[config.mk]
export PLATFORM = sky130hd
export DESIGN_NAME = counted_event_flag_table
export DESIGN_NICKNAME = d
export VERILOG_FILES = /design/src/hdl/cef_pkg.sv /design/src/hdl/counted_event_flag_table.sv /design/src/hdl/cef_lane.sv /design/src/hdl/cef_fetch.sv
export SDC_FILE = /design/constraint.sdc
export NUM_CORES = 2
export LEC_CHECK = 0
export BUFFER_PORTS_ARGS = -buffer_cell sky130_fd_sc_hd__buf_2
export CAP_MARGIN = 20
export CELL_PAD_IN_SITES_DETAIL_PLACEMENT = 0
export CELL_PAD_IN_SITES_GLOBAL_PLACEMENT = 2
export CORE_ASPECT_RATIO = 0.75
export CORE_MARGIN = 4
export CORE_UTILIZATION = 55
export CTS_BUF_LIST = sky130_fd_sc_hd__clkbuf_8
export CTS_CLUSTER_DIAMETER = 30
export DETAILED_ROUTE_END_ITERATION = 16
export HOLD_SLACK_MARGIN = 0.05
export MAX_ROUTING_LAYER = met4
export PLACE_DENSITY = 0.85
export SLEW_MARGIN = 20
export SYNTH_ARGS = -nofsm -noshare
export SYNTH_HDL_FRONTEND = slang
export SYNTH_SLANG_ARGS = --single-unit
[constraint.sdc]
create_clock -name clk -period 17.73 [get_ports clk]
set_clock_uncertainty 0.2 [all_clocks]
set_input_delay 1.773 -clock clk [delete_from_list [all_inputs] [get_ports clk]]
set_output_delay 1.773 -clock clk [all_outputs]
set_load 0.05 [all_outputs]
[src/hdl/cef_pkg.sv]
`timescale 1ns / 1ps
package cef_pkg;

	localparam int TASKS     = 16;
	localparam int FLAG_BITS = 16;
	localparam int NEST_BITS = 8;
	localparam int TASK_W    = 4;
	localparam int ACT_W     = 5;
	localparam int CMD_W     = 2;

	localparam logic [CMD_W-1:0] CMD_SET   = 2'd0;
	localparam logic [CMD_W-1:0] CMD_CLR   = 2'd1;
	localparam logic [CMD_W-1:0] CMD_FETCH = 2'd2;

	localparam logic [NEST_BITS-1:0] NEST_MAX  = '1;
	localparam logic [NEST_BITS-1:0] NEST_ZERO = '0;

	localparam logic [ACT_W-1:0] ACTIVE_RESET = 5'd16;

	typedef logic [NEST_BITS-1:0] nest_t;
	typedef logic [FLAG_BITS-1:0] flag_word_t;
	typedef logic [FLAG_BITS-1:0][NEST_BITS-1:0] cnt_row_t;
	typedef logic [TASKS-1:0][FLAG_BITS-1:0] flag_table_t;

	typedef struct packed {
		logic set_en;
		logic clr_en;
	} lane_ctrl_t;

	typedef struct packed {
		logic              found;
		logic [TASK_W-1:0] task_idx;
		flag_word_t        flags;
	} fetch_res_t;

endpackage

[src/hdl/counted_event_flag_table.sv]
`timescale 1ns / 1ps
// Counted event flag table.
// Input words arrive on s_tvalid/s_tready with the command in s_tuser and the
// task index and event mask in s_tdata. Each input word yields exactly one
// result word on m_tvalid/m_tready carrying status, found, found_task and
// found_flags.
// A word is taken into a first stage that reads the task's row of nesting
// counters from the counter store; once the output register is free or being
// read, sixteen lanes update the counters of that row, the row and the flag
// word are written back, and the result is loaded into the output register.
// A new word is not accepted while the first stage still holds the last one.
// When the receiver stalls, the result is held in the output register and the
// first stage still accepts one further word, which then waits until the
// output register is free.
// The active task count is written at APB address 0; the user must do so only
// while the block is idle, which it does not enforce. Reset clears all flag
// words, the control state and sets the active count to sixteen; the counter
// store needs no clearing: a counter reads zero while its flag is clear.
module counted_event_flag_table (
	input  logic        clk,
	input  logic        arst_n,
	input  logic        s_tvalid,
	output logic        s_tready,
	input  logic [23:0] s_tdata,   // task_index[3:0], event_mask[19:4], zero pad
	input  logic [1:0]  s_tuser,   // cmd[1:0]
	output logic        m_tvalid,
	input  logic        m_tready,
	output logic [23:0] m_tdata,   // status[0], found[1], found_task[5:2],
	                               // found_flags[21:6], zero pad
	input  logic        psel,
	input  logic        penable,
	input  logic        pwrite,
	input  logic [2:0]  paddr,
	input  logic [31:0] pwdata,
	output logic [31:0] prdata,
	output logic        pready
);
	import cef_pkg::*;

	logic [ACT_W-1:0]  active_q;
	flag_table_t       flags_q;
	cnt_row_t          cnt_mem [TASKS];

	logic              valid_s1;
	logic [CMD_W-1:0]  cmd_s1;
	logic [TASK_W-1:0] task_s1;
	flag_word_t        mask_s1;
	cnt_row_t          row_s1;

	logic              out_valid_q;
	logic              status_q;
	fetch_res_t        res_q;

	logic              s_accept;
	logic              adv;
	logic              is_upd;
	logic              inval;
	logic              wr_en;
	lane_ctrl_t        ctrl;
	cnt_row_t          row_new;
	flag_word_t        word_new;
	fetch_res_t        fetch_res;

	assign pready = 1'b1;
	assign prdata = (paddr[2] == 1'b0) ? {27'd0, active_q} : 32'd0;

	always_ff @(posedge clk or negedge arst_n) begin
		if (!arst_n) begin
			active_q <= ACTIVE_RESET;
		end else if (psel && penable && pwrite && pready && (paddr[2] == 1'b0)) begin
			active_q <= pwdata[ACT_W-1:0];
		end
	end

	assign s_tready = !valid_s1;
	assign s_accept = s_tvalid && s_tready;
	assign adv      = valid_s1 && (!out_valid_q || m_tready);

	always_ff @(posedge clk or negedge arst_n) begin
		if (!arst_n) begin
			valid_s1 <= 1'b0;
		end else if (s_accept) begin
			valid_s1 <= 1'b1;
		end else if (adv) begin
			valid_s1 <= 1'b0;
		end
	end

	always_ff @(posedge clk) begin
		if (s_accept) begin
			cmd_s1  <= s_tuser;
			task_s1 <= s_tdata[3:0];
			mask_s1 <= s_tdata[19:4];
		end
	end

	always_ff @(posedge clk) begin
		if (s_accept) begin
			row_s1 <= cnt_mem[s_tdata[3:0]];
		end
		if (wr_en) begin
			cnt_mem[task_s1] <= row_new;
		end
	end

	assign is_upd      = (cmd_s1 == CMD_SET) || (cmd_s1 == CMD_CLR);
	assign inval       = is_upd && ({1'b0, task_s1} >= active_q);
	assign ctrl.set_en = (cmd_s1 == CMD_SET) && !inval;
	assign ctrl.clr_en = (cmd_s1 == CMD_CLR) && !inval;
	assign wr_en       = adv && is_upd && !inval;

	for (genvar b = 0; b < FLAG_BITS; b++) begin : g_lane
		cef_lane u_lane (
			.ctrl     (ctrl),
			.mask     (mask_s1[b]),
			.flag     (flags_q[task_s1][b]),
			.cnt      (row_s1[b]),
			.cnt_new  (row_new[b]),
			.flag_new (word_new[b])
		);
	end

	cef_fetch u_fetch (
		.flags  (flags_q),
		.active (active_q),
		.res    (fetch_res)
	);

	always_ff @(posedge clk or negedge arst_n) begin
		if (!arst_n) begin
			flags_q <= '0;
		end else if (wr_en) begin
			flags_q[task_s1] <= word_new;
		end
	end

	always_ff @(posedge clk or negedge arst_n) begin
		if (!arst_n) begin
			out_valid_q <= 1'b0;
		end else if (adv) begin
			out_valid_q <= 1'b1;
		end else if (m_tready) begin
			out_valid_q <= 1'b0;
		end
	end

	always_ff @(posedge clk) begin
		if (adv) begin
			status_q <= inval;
			res_q    <= (cmd_s1 == CMD_FETCH) ? fetch_res : '0;
		end
	end

	assign m_tvalid = out_valid_q;
	assign m_tdata  = {2'b00, res_q.flags, res_q.task_idx, res_q.found, status_q};

endmodule

[src/hdl/cef_lane.sv]
`timescale 1ns / 1ps
module cef_lane (
	input  cef_pkg::lane_ctrl_t ctrl,
	input  logic                mask,
	input  logic                flag,
	input  cef_pkg::nest_t      cnt,
	output cef_pkg::nest_t      cnt_new,
	output logic                flag_new
);
	import cef_pkg::*;

	nest_t cnt_eff;
	nest_t cnt_dec;

	// A counter whose flag is clear holds zero, whatever the row store says.
	assign cnt_eff = flag ? cnt : NEST_ZERO;
	assign cnt_dec = (cnt_eff != NEST_ZERO) ? cnt_eff - 1'b1 : NEST_ZERO;

	always_comb begin
		cnt_new  = cnt_eff;
		flag_new = flag;
		if (ctrl.set_en && mask && (cnt_eff != NEST_MAX)) begin
			cnt_new  = cnt_eff + 1'b1;
			flag_new = 1'b1;
		end else if (ctrl.clr_en && mask && flag) begin
			cnt_new  = cnt_dec;
			flag_new = (cnt_dec != NEST_ZERO);
		end
	end

endmodule

[src/hdl/cef_fetch.sv]
`timescale 1ns / 1ps
module cef_fetch (
	input  cef_pkg::flag_table_t     flags,
	input  logic [cef_pkg::ACT_W-1:0] active,
	output cef_pkg::fetch_res_t      res
);
	import cef_pkg::*;

	logic [TASKS-1:0]  pend;
	logic [TASK_W-1:0] first;

	always_comb begin
		for (int i = 0; i < TASKS; i++) begin
			pend[i] = (|flags[i]) && (ACT_W'(i) < active);
		end
	end

	always_comb begin
		first = '0;
		for (int i = TASKS - 1; i >= 0; i--) begin
			if (pend[i]) begin
				first = TASK_W'(i);
			end
		end
	end

	always_comb begin
		res.found    = |pend;
		res.task_idx = (|pend) ? first : '0;
		res.flags    = (|pend) ? flags[first] : '0;
	end

endmodule

==> run_results.csv <==
group,metric,value,unit
worst_setup_path,critical_path.endpoint_type,"flop",
place,dp.cells,8308,
yosys,syn_area_per_cell,17.7,um2
timing,setup_viol,0,
yosys,synthDistinctLibCells,97,
cts,cts_made_buffers,422,
worst_setup_path,worstSetupStartpointType,"flop",
worst_setup_path,cp_top_family,"buffers and inverters",
timing,totalNegativeSetupSlack,0,ns
cts,cts_sinks,2483,
timing,timing.hold.ws,0.311,ns
worst_setup_path,path_cells,"buf_4, inv_1, ha_1, nand2b_1, a21o_1, a21o_1, a21oi_4, buf_4, nor2_1, or4_1, nor3_2, buf_4, buf_4, buf_4",
cts,cts_root_buffer,"clkbuf_8",
power_and_ir_drop,sequentialPowerShare,47.9,%
power_and_ir_drop,power_density,135,nW/um2
power_and_ir_drop,p_leak,39.7,nW
timing,finalCriticalPeriod,6.67,ns
yosys,synth_edf_count,2220,
cts,post-cts-setup-buffers,0,
power_and_ir_drop,netSwitchingFraction,30.2,%
yosys,yosys_warnings,0,
yosys,synth_cells,5922,
die,die-area,198000,um2
place,dpl.hpwl,139000,um
timing,maxSlewHeadroom,19.6,%
worst_hold_path,hold_path_class,"flop to flop",
cts,insertion_delay,0.99,ns
worst_setup_path,cp_slowest_cell,"buf_4",
final_layout,instances_no_fill,9074,
worst_setup_path,critPathBufInv,6,
timing,tightest_slew,1.20,ns
yosys,synthTopCellsByArea,"edfxtp_1 64%, mux4_2 15%, dfrtp_1 6.2%, nand2_1 1.3%, mux2i_1 1.3%",
power_and_ir_drop,p_sw,4.76,mW
cts,cts.repair.resized,0,
yosys,seq_area_frac_synth,69.8,%
drt,drt_iter0_markers,7576,
global_route,grt_max_degree,178,
drt,wl_per_cell,29.1,um
cts,ctsHoldBuffers,0,
cts,clk_path_buf_depth,4,
yosys,synth-seq-cells,2483,
yosys,synth_top_area_cell,"edfxtp_1",
power_and_ir_drop,ir_worst_vdd,0.0000829,V
power_and_ir_drop,power.share.clock,33.0,%
run,maxCapViolCount,0,
global_route,grt_pass1_wl,390000,um
cts,clk_pin_slew,0.07,ns
worst_setup_path,critical_path.max_fanout,48,
timing,fin_crit_sh,37.6,%
drt,vias_per_cell,6.50,
worst_setup_path,max_stage_delay,0.81,ns
die,io_pins,127,
worst_setup_path,cp.arrival,7.03,ns
global_route,grt.overflow.total,0,
die,die_w,512,um
place,routabilityCongestion,0.880,
worst_setup_path,crit_top_cell,"buf_4",
worst_setup_path,crit_required,18.09,ns
cts,cts.htree.levels,5,
drt,drc,0,
timing,fmax,0.150,GHz
power_and_ir_drop,p_int,11.0,mW
drt,final_antenna_net_count,0,
timing,drv_slew,0,
yosys,synth_top_area_share,63.5,%
yosys,syn-cell-area,105000,um2
drt,wl,264000,um
global_route,grt_pass1_vias,57800,
drt,dr.pass1.iters,6,
final_layout,layout-drive-gt1-share,25.9,%
global_route,grt_use_total,27.5,%
die,rows,138,
final_layout,area_growth,11.6,%
drt,vias,59000,
final_layout,fin_nets,6321,
run_status,outcome,"finished, final reports clean",
yosys,ys_dominant_reg_cell,"edfxtp_1",
timing,grt_setup_unrepaired,"no",
global_route,antenna_found_initial,6,
worst_setup_path,worstSetupPathType,"flop to flop",
cts,cts_tree,"built",
place,port_buffers,63,
timing,finalHoldViolCount,0,
die,initial_core_util,55.5,%
yosys,async_flop_share,10.6,%
die,core,189000,um2
power_and_ir_drop,combPwrFrac,19.1,%
die,die_h,386,um
metrics by stage:
step / power (mW) / utilization, % / worst slack [ns] / instance area, um2
detailed placement: 10.6 / 57.2 / 10.66 / 108000
global placement: 10.5 / 57.2 / 10.70 / 108000
CTS: 15.8 / 61.7 / 10.63 / 117000
finish: 15.8 / 61.9 / 11.06 / 117000
global route: 16.4 / 61.9 / 10.78 / 117000
floorplan: 9.52 / - / 8.59 / 105000
cell type report:
cell class                 count  area [um2]
sequential                  2483       73200
fill                       13600       72100
multi-input combinational   2994       30100
clock buffer                 438        6030
tap                         2520        3150
clock inverter               314        2510
timing repair buffer         222        1690
inverter                      94         413
antenna                        9        22.5
synthesized netlist by cell type, types with 30 or more instances:
master and n:
o21ai_0 192, buf_1 69, ha_1 36, nand3_1 72, buf_2 38, clkbuf_1 219
nor4_1 77, nand2_1 371, mux2i_1 139, a21oi_1 256, a211oi_1 51, mux2_2 34
and3_1 32, and2_1 41, nand4_1 47, inv_1 93, a31oi_1 44, nor2b_1 30
dfrtp_1 262, nor3_1 60, buf_4 40, nor2_1 249, edfxtp_1 2220, mux4_2 702
routing by layer:
layer | vias to the layer above | global-route usage [%] | part of all wire [%]
met1 | 30900 | 41.6 | 43
met3 | 436 | 4.65 | 9.2
met4 | 0 | 6.72 | 2.1
met2 | 2799 | 39.6 | 45
met5 | - | - | 0
li1 | 24800 | - | -
cells in the final DEF, fill, tap and decap left out, types with 30 or more instances in the layout:
| master | instances |
|---|---|
| conb_1 | 30 |
| clkinv_1 | 63 |
| nand2_1 | 370 |
| clkbuf_8 | 438 |
| nor4_1 | 75 |
| a21oi_2 | 33 |
| and2_1 | 41 |
| nor3_1 | 54 |
| inv_1 | 180 |
| o21ai_0 | 191 |
| a21oi_1 | 247 |
| nand3_1 | 72 |
| clkinv_2 | 61 |
| bufinv_16 | 38 |
| buf_2 | 60 |
| edfxtp_1 | 2220 |
| and3_1 | 32 |
| nand4_1 | 47 |
| mux2_2 | 34 |
| ha_1 | 36 |
| mux4_2 | 702 |
| buf_4 | 147 |
| mux2i_1 | 139 |
| dfrtp_1 | 262 |
| a211oi_1 | 49 |
| nor2_1 | 247 |
tightest hold or removal path: stages, from the launching register on:
cell	delay (ns)
dfrtp_1	0.34
nand2b_1	0.07
nand2_1	0.07
registers in the layout, summed over array words and instances (netlist names):
signal    count
m_tvalid      1
valid_s1      1
status_q      1
m_tdata      21
cmd_s1        2
row_s1      128
task_s1       4
cnt_mem    2048
active_q      5
mask_s1      16
flags_q     256
power groups by stage:
stage	registers [mW]	clock network, mW	logic (mW)
after detailed placement	7.66	0	2.96
after floorplan	7.59	0	1.93
after CTS	7.54	5.30	2.97
final	7.56	5.20	3.01
after global placement	7.65	0	2.90
after global routing	7.60	5.58	3.24
cell families (layout without fill, tap and decap cells):
| logic type | Yosys count | in the layout | share of synthesized area, % |
|---|---|---|---|
| AND/OR/NAND/NOR | 1131 | 1131 | 5.25 |
| AO/OA/AOI/OAI | 888 | 888 | 5.47 |
| adder cells (fa/ha/maj) | 36 | 36 | 0.429 |
| multiplexers | 877 | 877 | 16.8 |
| buffers and inverters | 473 | 1068 | 1.98 |
| flip-flops | 2483 | 2483 | 69.8 |
| XOR/XNOR | 32 | 32 | 0.267 |
| other | 2 | 39 | 0.00716 |
worst paths after layout:
check                      slack [ns]  cells past startpoint             end       start
max                             11.06                     14  cnt_mem[8][36]  task_s1[0]
min                              0.31                      2        m_tvalid    m_tvalid
max reg2reg                     11.06                     14  cnt_mem[8][36]  task_s1[0]
min reg2reg                      0.31                      2        m_tvalid    m_tvalid
max in group asynchronous       15.20                      3     flags_q[48]      arst_n
min in group asynchronous        0.63                      1     flags_q[27]      arst_n
No activity file was read; power rests on OpenSTA's default activity.
